`src/sv/sfwm_pkg.sv`:
```
`timescale 1ns / 1ps
`default_nettype none
// ----------------------------------------------------------------------------
// Scrolling frame window mapper package
// Shared widths, codes, control word type and the sequencer program.
// ----------------------------------------------------------------------------
package sfwm_pkg;

    // field widths
    localparam int COL_W  = 8;
    localparam int ROW_W  = 9;
    localparam int MOD_W  = ROW_W + 1;   // modulus, up to 512
    localparam int ARG_W  = ROW_W + 2;   // operand of the remainder unit
    localparam int OFF_W  = 17;
    localparam int DIR_W  = 2;
    localparam int PC_W   = 4;
    localparam int CNT_W  = 4;

    // register reset values
    localparam logic [ROW_W-1:0] TOTAL_RESET   = 9'd320;
    localparam logic [ROW_W-1:0] VISIBLE_RESET = 9'd240;

    // configuration register indexes
    localparam logic CFG_TOTAL   = 1'b0;
    localparam logic CFG_VISIBLE = 1'b1;

    // scroll direction codes
    localparam logic [DIR_W-1:0] DIR_NONE = 2'd0;
    localparam logic [DIR_W-1:0] DIR_UP   = 2'd1;
    localparam logic [DIR_W-1:0] DIR_DOWN = 2'd2;

    // sequencer phases
    typedef enum logic [1:0] {
        ST_IDLE,
        ST_RUN,
        ST_MOD
    } t_state;

    // micro-operations
    typedef enum logic [1:0] {
        OP_MOD,
        OP_JUMP,
        OP_EMIT
    } t_op;

    // operand select for the remainder unit
    typedef enum logic [2:0] {
        X_WB,
        X_VIS,
        X_COMB,
        X_ROW1,
        X_ROW2,
        X_SS,
        X_STEP
    } t_xsel;

    // destination of a remainder
    typedef enum logic [2:0] {
        D_T,
        D_U,
        D_WB,
        D_ROW1,
        D_ROW2,
        D_SS
    } t_dst;

    // jump conditions
    typedef enum logic {
        C_NO_BASE,
        C_NO_SCROLL
    } t_cond;

    typedef struct packed {
        t_op              op;
        t_xsel            xsel;
        t_dst             dst;
        t_cond            cond;
        logic [PC_W-1:0]  target;
    } t_uword;

    localparam logic [PC_W-1:0] PC_ROWS = 4'd4;
    localparam logic [PC_W-1:0] PC_EMIT = 4'd10;

    // control store: one word per step
    function automatic t_uword ucode(input logic [PC_W-1:0] pc);
        t_uword w;
        w = '{op: OP_EMIT, xsel: X_WB, dst: D_T, cond: C_NO_BASE, target: '0};
        case (pc)
            4'd0:  w = '{op: OP_JUMP, xsel: X_WB,   dst: D_T,    cond: C_NO_BASE,
                        target: PC_ROWS};
            4'd1:  w = '{op: OP_MOD,  xsel: X_WB,   dst: D_T,    cond: C_NO_BASE,
                        target: '0};
            4'd2:  w = '{op: OP_MOD,  xsel: X_VIS,  dst: D_U,    cond: C_NO_BASE,
                        target: '0};
            4'd3:  w = '{op: OP_MOD,  xsel: X_COMB, dst: D_WB,   cond: C_NO_BASE,
                        target: '0};
            4'd4:  w = '{op: OP_MOD,  xsel: X_ROW1, dst: D_ROW1, cond: C_NO_BASE,
                        target: '0};
            4'd5:  w = '{op: OP_MOD,  xsel: X_ROW2, dst: D_ROW2, cond: C_NO_BASE,
                        target: '0};
            4'd6:  w = '{op: OP_JUMP, xsel: X_WB,   dst: D_T,    cond: C_NO_SCROLL,
                        target: PC_EMIT};
            4'd7:  w = '{op: OP_MOD,  xsel: X_SS,   dst: D_T,    cond: C_NO_BASE,
                        target: '0};
            4'd8:  w = '{op: OP_MOD,  xsel: X_STEP, dst: D_U,    cond: C_NO_BASE,
                        target: '0};
            4'd9:  w = '{op: OP_MOD,  xsel: X_COMB, dst: D_SS,   cond: C_NO_BASE,
                        target: '0};
            default: w = '{op: OP_EMIT, xsel: X_WB, dst: D_T,    cond: C_NO_BASE,
                        target: '0};
        endcase
        return w;
    endfunction

endpackage
`default_nettype wire

```
`src/sv/scrolling_frame_window_mapper.sv`:
```
`timescale 1ns / 1ps
`default_nettype none
// ----------------------------------------------------------------------------
// Scrolling frame window mapper
// Maps a flushed screen rectangle into a circular frame memory and issues
// one or two frame windows, with scroll start updates.
// ----------------------------------------------------------------------------
// One rectangle is handled at a time. A short program in a control store
// steps a datapath whose only arithmetic unit is a bit-serial remainder unit
// (one quotient bit per cycle, with a load step before each reduction).
// A rectangle runs the fewest reductions with no base or scroll change and
// the most when both the write base and the scroll start move; a rectangle that
// wraps past the last frame row adds one output transaction. The result
// register lets the next rectangle be taken and worked on while a result is
// still waiting; the final step waits only if the result register is full.
// Configuration writes take effect at once and should be made while idle.
module scrolling_frame_window_mapper (
    input  wire logic                          i_clk,
    input  wire logic                          i_rst_n,
    // configuration
    input  wire logic                          i_cfg_we,
    input  wire logic                          i_cfg_addr,
    input  wire logic [sfwm_pkg::ROW_W-1:0]    i_cfg_data,
    // rectangle channel
    input  wire logic                          i_in_valid,
    output logic                               o_in_ready,
    input  wire logic [sfwm_pkg::COL_W-1:0]    i_area_left,
    input  wire logic [sfwm_pkg::COL_W-1:0]    i_area_right,
    input  wire logic [sfwm_pkg::ROW_W-1:0]    i_area_top,
    input  wire logic [sfwm_pkg::ROW_W-1:0]    i_area_bottom,
    input  wire logic [sfwm_pkg::DIR_W-1:0]    i_scroll_dir,
    // window channel
    output logic                               o_out_valid,
    input  wire logic                          i_out_ready,
    output logic [sfwm_pkg::COL_W-1:0]         o_win_col,
    output logic [sfwm_pkg::ROW_W-1:0]         o_win_row,
    output logic [sfwm_pkg::COL_W-1:0]         o_win_width,
    output logic [sfwm_pkg::ROW_W-1:0]         o_win_height,
    output logic [sfwm_pkg::OFF_W-1:0]         o_pixel_offset,
    output logic                               o_scroll_update,
    output logic [sfwm_pkg::ROW_W-1:0]         o_scroll_address,
    output logic                               o_scroll_done,
    output logic                               o_last_window
);

    localparam int COL_W = sfwm_pkg::COL_W;
    localparam int ROW_W = sfwm_pkg::ROW_W;
    localparam int MOD_W = sfwm_pkg::MOD_W;
    localparam int ARG_W = sfwm_pkg::ARG_W;
    localparam int OFF_W = sfwm_pkg::OFF_W;
    localparam int DIR_W = sfwm_pkg::DIR_W;
    localparam int PC_W  = sfwm_pkg::PC_W;
    localparam int CNT_W = sfwm_pkg::CNT_W;
    localparam logic [CNT_W-1:0] CNT_LAST = CNT_W'(ARG_W - 1);

    // configuration registers
    logic [ROW_W-1:0] r_total;
    logic [ROW_W-1:0] r_visible;

    // captured rectangle
    logic [COL_W-1:0] r_left;
    logic [COL_W-1:0] r_right;
    logic [ROW_W-1:0] r_top;
    logic [ROW_W-1:0] r_bottom;
    logic [DIR_W-1:0] r_dir;

    // datapath state and scratch
    logic [ROW_W-1:0] r_wb;
    logic [ROW_W-1:0] r_ss;
    logic [ROW_W-1:0] r_t;
    logic [ROW_W-1:0] r_u;
    logic [ROW_W-1:0] r_row1;
    logic [ROW_W-1:0] r_row2;

    // remainder unit
    logic [ARG_W-1:0] r_mx;
    logic [ROW_W-1:0] r_rem;
    logic [CNT_W-1:0] r_cnt;

    // sequencer
    sfwm_pkg::t_state r_state;
    sfwm_pkg::t_state n_state;
    logic [PC_W-1:0]  r_pc;
    sfwm_pkg::t_uword uw;

    // output register and pending second window
    logic             r_out_valid;
    logic             r_sec_pend;
    logic [ROW_W-1:0] r_sec_h;
    logic [OFF_W-1:0] r_sec_off;

    // control strobes
    logic in_fire;
    logic mod_load;
    logic mod_step;
    logic mod_last;
    logic emit_fire;
    logic jump_taken;
    logic out_fire;

    // decoded rectangle conditions
    logic [MOD_W-1:0] m10;
    logic             is_down;
    logic             is_up;
    logic [MOD_W-1:0] bottom1;
    logic             bottom_last;
    logic             top_zero;
    logic             base_upd;
    logic             scr_upd;
    logic             dbl;
    logic [ROW_W-1:0] height;
    logic [MOD_W-1:0] step;
    logic [ARG_W-1:0] comb_val;
    logic [ARG_W-1:0] mod_arg;
    logic [MOD_W-1:0] trial;
    logic [ROW_W-1:0] rem_next;

    // emit datapath
    logic             split;
    logic [MOD_W-1:0] h1;
    logic [COL_W-1:0] width;
    logic [COL_W+MOD_W-1:0] prod;

    assign uw = sfwm_pkg::ucode(r_pc);

    // modulus: zero total lines acts as 512
    assign m10 = (r_total == '0) ? MOD_W'(512) : {1'b0, r_total};

    // rectangle decode
    assign is_down     = (r_dir == sfwm_pkg::DIR_DOWN);
    assign is_up       = (r_dir == sfwm_pkg::DIR_UP);
    assign bottom1     = {1'b0, r_bottom} + MOD_W'(1);
    assign bottom_last = (bottom1 == {1'b0, r_visible});
    assign top_zero    = (r_top == '0);
    assign base_upd    = (is_down && bottom_last) || (is_up && top_zero);
    assign scr_upd     = (is_down && (bottom1 < {1'b0, r_visible})) ||
                         (is_up && !top_zero);
    assign dbl         = is_down ? top_zero : bottom_last;
    assign height      = r_bottom - r_top + ROW_W'(1);
    assign step        = dbl ? {height, 1'b0} : {1'b0, height};

    // add or subtract of two reduced values, below twice the modulus
    assign comb_val = is_down ? ({2'b00, r_t} + {1'b0, m10} - {2'b00, r_u})
                              : ({2'b00, r_t} + {2'b00, r_u});

    // remainder unit operand select
    always_comb begin
        case (uw.xsel)
            sfwm_pkg::X_WB:   mod_arg = {2'b00, r_wb};
            sfwm_pkg::X_VIS:  mod_arg = {2'b00, r_visible};
            sfwm_pkg::X_COMB: mod_arg = comb_val;
            sfwm_pkg::X_ROW1: mod_arg = {2'b00, r_top} + {2'b00, r_wb};
            sfwm_pkg::X_ROW2: mod_arg = {2'b00, r_bottom} + {2'b00, r_wb};
            sfwm_pkg::X_SS:   mod_arg = {2'b00, r_ss};
            sfwm_pkg::X_STEP: mod_arg = {1'b0, step};
            default:          mod_arg = '0;
        endcase
    end

    // one restoring remainder step
    assign trial    = {r_rem, r_mx[ARG_W-1]};
    assign rem_next = (trial >= m10) ? ROW_W'(trial - m10) : trial[ROW_W-1:0];
    assign mod_last = (r_cnt == CNT_LAST);

    // window arithmetic
    assign split = (r_row2 < r_row1);
    assign h1    = m10 - {1'b0, r_row1};
    assign width = r_right - r_left + COL_W'(1);
    assign prod  = width * h1;

    assign jump_taken = (uw.cond == sfwm_pkg::C_NO_BASE) ? !base_upd : !scr_upd;
    assign out_fire   = r_out_valid && i_out_ready;

    // sequencer next state
    always_comb begin
        n_state = r_state;
        case (r_state)
            sfwm_pkg::ST_IDLE: begin
                if (i_in_valid) n_state = sfwm_pkg::ST_RUN;
            end
            sfwm_pkg::ST_RUN: begin
                case (uw.op)
                    sfwm_pkg::OP_MOD:  n_state = sfwm_pkg::ST_MOD;
                    sfwm_pkg::OP_JUMP: n_state = sfwm_pkg::ST_RUN;
                    sfwm_pkg::OP_EMIT: begin
                        if (!r_out_valid) n_state = sfwm_pkg::ST_IDLE;
                    end
                    default:           n_state = sfwm_pkg::ST_IDLE;
                endcase
            end
            sfwm_pkg::ST_MOD: begin
                if (mod_last) n_state = sfwm_pkg::ST_RUN;
            end
            default: n_state = sfwm_pkg::ST_IDLE;
        endcase
    end

    // sequencer outputs
    always_comb begin
        o_in_ready = 1'b0;
        mod_load   = 1'b0;
        mod_step   = 1'b0;
        emit_fire  = 1'b0;
        case (r_state)
            sfwm_pkg::ST_IDLE: o_in_ready = 1'b1;
            sfwm_pkg::ST_RUN: begin
                mod_load  = (uw.op == sfwm_pkg::OP_MOD);
                emit_fire = (uw.op == sfwm_pkg::OP_EMIT) && !r_out_valid;
            end
            sfwm_pkg::ST_MOD:  mod_step = 1'b1;
            default: ;
        endcase
    end

    assign in_fire = i_in_valid && o_in_ready;

    // configuration registers
    always_ff @(posedge i_clk) begin
        if (!i_rst_n) begin
            r_total   <= sfwm_pkg::TOTAL_RESET;
            r_visible <= sfwm_pkg::VISIBLE_RESET;
        end else if (i_cfg_we) begin
            if (i_cfg_addr == sfwm_pkg::CFG_TOTAL) r_total <= i_cfg_data;
            else                                   r_visible <= i_cfg_data;
        end
    end

    // sequencer state and step counter
    always_ff @(posedge i_clk) begin
        if (!i_rst_n) begin
            r_state <= sfwm_pkg::ST_IDLE;
            r_pc    <= '0;
        end else begin
            r_state <= n_state;
            if (in_fire) begin
                r_pc <= '0;
            end else if (r_state == sfwm_pkg::ST_RUN && uw.op == sfwm_pkg::OP_JUMP) begin
                r_pc <= jump_taken ? uw.target : r_pc + PC_W'(1);
            end else if (mod_step && mod_last) begin
                r_pc <= r_pc + PC_W'(1);
            end
        end
    end

    // rectangle capture
    always_ff @(posedge i_clk) begin
        if (in_fire) begin
            r_left   <= i_area_left;
            r_right  <= i_area_right;
            r_top    <= i_area_top;
            r_bottom <= i_area_bottom;
            r_dir    <= i_scroll_dir;
        end
    end

    // remainder unit
    always_ff @(posedge i_clk) begin
        if (!i_rst_n) begin
            r_cnt <= '0;
        end else if (mod_load) begin
            r_cnt <= '0;
        end else if (mod_step) begin
            r_cnt <= r_cnt + CNT_W'(1);
        end
    end

    always_ff @(posedge i_clk) begin
        if (mod_load) begin
            r_mx  <= mod_arg;
            r_rem <= '0;
        end else if (mod_step) begin
            r_mx  <= {r_mx[ARG_W-2:0], 1'b0};
            r_rem <= rem_next;
        end
    end

    // write base and scroll start, updated by the program
    always_ff @(posedge i_clk) begin
        if (!i_rst_n) begin
            r_wb <= '0;
            r_ss <= '0;
        end else if (mod_step && mod_last) begin
            if (uw.dst == sfwm_pkg::D_WB) r_wb <= rem_next;
            if (uw.dst == sfwm_pkg::D_SS) r_ss <= rem_next;
        end
    end

    // scratch registers
    always_ff @(posedge i_clk) begin
        if (mod_step && mod_last) begin
            case (uw.dst)
                sfwm_pkg::D_T:    r_t    <= rem_next;
                sfwm_pkg::D_U:    r_u    <= rem_next;
                sfwm_pkg::D_ROW1: r_row1 <= rem_next;
                sfwm_pkg::D_ROW2: r_row2 <= rem_next;
                default: ;
            endcase
        end
    end

    // output register control
    always_ff @(posedge i_clk) begin
        if (!i_rst_n) begin
            r_out_valid <= 1'b0;
            r_sec_pend  <= 1'b0;
        end else if (emit_fire) begin
            r_out_valid <= 1'b1;
            r_sec_pend  <= split;
        end else if (out_fire) begin
            if (r_sec_pend) r_sec_pend  <= 1'b0;
            else            r_out_valid <= 1'b0;
        end
    end

    // output payload: first window at emit, second after first transaction
    always_ff @(posedge i_clk) begin
        if (emit_fire) begin
            o_win_col        <= r_left;
            o_win_row        <= r_row1;
            o_win_width      <= width;
            o_win_height     <= split ? h1[ROW_W-1:0] : height;
            o_pixel_offset   <= '0;
            o_scroll_update  <= scr_upd;
            o_scroll_address <= scr_upd ? r_ss : '0;
            o_scroll_done    <= scr_upd && dbl;
            o_last_window    <= !split;
            r_sec_h          <= r_row2 + ROW_W'(1);
            r_sec_off        <= prod[OFF_W-1:0];
        end else if (out_fire && r_sec_pend) begin
            o_win_row        <= '0;
            o_win_height     <= r_sec_h;
            o_pixel_offset   <= r_sec_off;
            o_scroll_update  <= 1'b0;
            o_scroll_address <= '0;
            o_scroll_done    <= 1'b0;
            o_last_window    <= 1'b1;
        end
    end

    assign o_out_valid = r_out_valid;

endmodule
`default_nettype wire

```
`config.mk`:
```
export PLATFORM = sky130hd
export DESIGN_NAME = scrolling_frame_window_mapper
export DESIGN_NICKNAME = d
export VERILOG_FILES = /design/src/sv/sfwm_pkg.sv /design/src/sv/scrolling_frame_window_mapper.sv
export SDC_FILE = /design/constraint.sdc
export NUM_CORES = 1
export LEC_CHECK = 0
export BUFFER_PORTS_ARGS = -buffer_cell sky130_fd_sc_hd__buf_2
export CAP_MARGIN = 10
export CORE_ASPECT_RATIO = 1.5
export CORE_MARGIN = 2
export CORE_UTILIZATION = 39
export CTS_CLUSTER_DIAMETER = 30
export DETAILED_ROUTE_END_ITERATION = 8
export MAX_ROUTING_LAYER = met4
export PLACE_DENSITY = 0.63
export REMOVE_ABC_BUFFERS = 1
export SYNTH_ARGS = -nofsm -noshare
export SYNTH_HDL_FRONTEND = slang
export SYNTH_SLANG_ARGS = --single-unit
```
`constraint.sdc`:
```
create_clock -name i_clk -period 12.55 [get_ports i_clk]
set_clock_uncertainty 0.05 [all_clocks]
set_input_delay 1.255 -clock i_clk [delete_from_list [all_inputs] [get_ports i_clk]]
set_output_delay 1.255 -clock i_clk [all_outputs]
set_load 0.1 [all_outputs]
```
==> results.ini <==
[power]
p_int_mw=2.56
pwr-share-seq_pct=24.6
ir_drop_mv=0.258
clockPowerShare_pct=31.5
p_comb_share_pct=43.9
p_switching_mw=1.56
cellLeakagePower_nw=7.90
power_density_nw_per_um2=227
swShare_pct=37.8
p_total_mw=4.12

[worst_setup_path]
max_stage_delay_ps=680
reg2reg_slack_ps=5890
r2r-end=r_sec_off[16]$_DFFE_PP_
crit_path_frequent_cell=inv_1
crit_type=flop to flop
cp_max_fo=9
cp.required_ps=12790
cp_num_buf_inv=6
worstSetupEndpointType=flop
critPathTopFamily=adder cells
r2r_start=r_left[1]$_DFFE_PP_
rr_worst_depth=28
crit_arrival_ps=6900
critPathLaunchType=flop
crit_path_top_delay_cell=xnor2_1

[clock_network]
ctsResizeCount=0
cts_buffer_depth=3
cts_sinks=239
cts_root_buf=clkbuf_16
post_cts_buffers=0
tritoncts=done
htreeDepth=2
numCtsBuffers=50
clkTransAtPathRegs_ps=60
worstSkewPairLatency_ps=560
cts_hold_buffers=0

[grt]
grt_overflow=0
track_usage_pct=20.8
antenna_found_initial=0
grt_pass1_vias=12000
grt_pass1_wl_um=63700
grt_max_degree=62

[logic_synthesis]
synth_seq_area_share_pct=41.4
ys_warn_count=0
async_flop_share_pct=0
synth_area_um2=15300
synth_edf_count=155
synthDistinctLibCells=67
netlist_instances=1549
ys.flop_type=edfxtp_1
ys_ff_latch=239
syn_avg_cell_area_um2=9.89

[min_path]
hp-start=r_left[6]$_DFFE_PP_
hold_path_depth=0
holdPathEnd=o_win_col[6]$_DFFE_PP_
worstHoldPathType=flop to flop

[sta]
period_share_pct=53.1
clock.fmax_mhz=150
period_minus_slack_ps=6660
finalHoldViolations=0
grt_setup_unrepaired=false
maxSlewViolCount=0
setup_viol=0
fin_tns_setup_ps=0
max-slew-margin-rel_pct=27.5
max_slew.worst_pin.slew_ps=1080

[layout]
final_cell_mix=inv_1 (198), nand2_1 (174), edfxtp_1 (155)
postLayoutCellArea_um2=18100
area_growth_pct=18.4
nFillCells=3649
diodes=0
final_common_cell=inv_1
drive_gt1_share_pct=14.2
fin_nets=1943
post-route-util_pct=46.9

[detailed_routing]
remaining_drc_errors=0
vias_per_cell=5.15
vias=11400
wl_per_cell_um=18.7
antenna_left=0
firstDrtPassIters=5
first_iter_violations=525
routed_wl_um=41400

[floorplanning]
rows=88
dieArea_um2=40900
core_um2=38600
io_pins=116
die_x_um=166
chipHeight_um=247
start_util_pct=39.6

[placed_design]
postPlaceCellArea_um2=16400
gp_congestion=0.935
detailed_place_hpwl_um=32900
portBuffers=115

[run_status]
status=complete, no violations

[run]
cap_violations=0

-- how the worst max path moves through the flow --
| stage | start | endpoint | slack (ps) | cells after the start |
|---|---|---|---|---|
| after floorplan | r_total[0]$_SDFFE_PN0P_ | r_sec_off[16]$_DFFE_PP_ | 6540 | 26 |
| after global placement | r_left[1]$_DFFE_PP_ | r_sec_off[16]$_DFFE_PP_ | 5990 | 28 |
| after detailed placement | r_left[1]$_DFFE_PP_ | r_sec_off[16]$_DFFE_PP_ | 5900 | 28 |
| after CTS | r_left[1]$_DFFE_PP_ | r_sec_off[16]$_DFFE_PP_ | 5810 | 28 |
| after global routing | r_left[1]$_DFFE_PP_ | r_sec_off[16]$_DFFE_PP_ | 5430 | 28 |
| final | r_left[1]$_DFFE_PP_ | r_sec_off[16]$_DFFE_PP_ | 5890 | 28 |
-- state kept, by name, indices dropped and copies added (netlist names), 10 cells and up --
name,count
uw,10
r_mx,11
o_pixel_offset,17
r_sec_off,17
-- power by group through the flow --
stage          registers [mW]  logic (mW)  clock network [mW]
3_5_place_dp             1.03        1.81                   0
5_1_grt                  1.02        2.06                1.35
3_3_place_gp             1.03        1.77                   0
2_1_floorplan            1.02        1.39                   0
4_1_cts                  1.01        1.83                1.32
6_report                 1.01        1.81                1.30
-- routing by layer --
metal / track usage (%) / up-vias / part of all wire [%]
met2: 38.7 / 296 / 54
met5: - / - / 0
met3: 3.02 / 117 / 3.9
met1: 20.8 / 5456 / 37
met4: 11.3 / 0 / 5.2
li1: - / 5575 / -
-- area by class of cell --
type / instances / area [µm²] / area share (%)
sequential: 239 / 6340 / 34.9
inverter: 199 / 747 / 4.12
clock buffer: 51 / 1280 / 7.04
clock inverter: 42 / 415 / 2.29
tap: 495 / 619 / 3.41
multi-input combinational: 1067 / 8080 / 44.5
timing repair buffer: 127 / 666 / 3.67
-- synth_stat cells (all sizes together) (5+ instances only) --
cell	instances	share of area [%]
a211oi	14	0.69
and2	36	1.5
mux2	5	0.37
or3	5	0.20
nand2b	18	0.74
a31oi	7	0.29
clkbuf	40	0.98
dfxtp	84	11
inv	199	4.9
xor2	31	1.8
mux2i	31	2.0
nor4	5	0.24
nor2b	21	0.86
or2	5	0.20
o21bai	7	0.34
fa	62	8.1
nor3b	5	0.25
o211ai	12	0.59
a21o	18	0.89
nand3	16	0.52
o22ai	9	0.37
nand4	11	0.45
o21ai	71	2.3
xnor2	54	3.1
nand2	174	4.3
and3	9	0.37
nor2	123	3.0
a21oi	88	2.9
ha	146	12
nor3	25	0.82
edfxtp	155	30
-- cells by family after synthesis --
logic type | Yosys count | synth area share (%)
flops | 239 | 41.4
compound gates | 274 | 11.3
xor+xnor | 85 | 4.86
mux | 36 | 2.39
simple gates | 464 | 14.1
fa+ha+maj | 208 | 20.0
buf+inv | 243 | 5.96
-- worst reg2reg max path: cells and delay by family, from the launching register on --
family                     cells  cell delay (ps)
adders and majority gates      8             3040
AOI/OAI and AO/OA              5              890
and+or+nand+nor                7              820
xor gates and xnor gates       2              760
buffers and inverters          6              430
DFF                            1              390
-- per-stage QoR --
stage / std cells / hold WS (ps) / worst slack (ps)
final: 2220 / 396 / 5890
after global routing: 2220 / 412 / 5430
after CTS: 2220 / 400 / 5810
after detailed placement: 2127 / 386 / 5900
after global placement: 2127 / 380 / 5990
after floorplan: 1505 / 376 / 6540
Note: power is estimated with default switching activity, not from simulation.
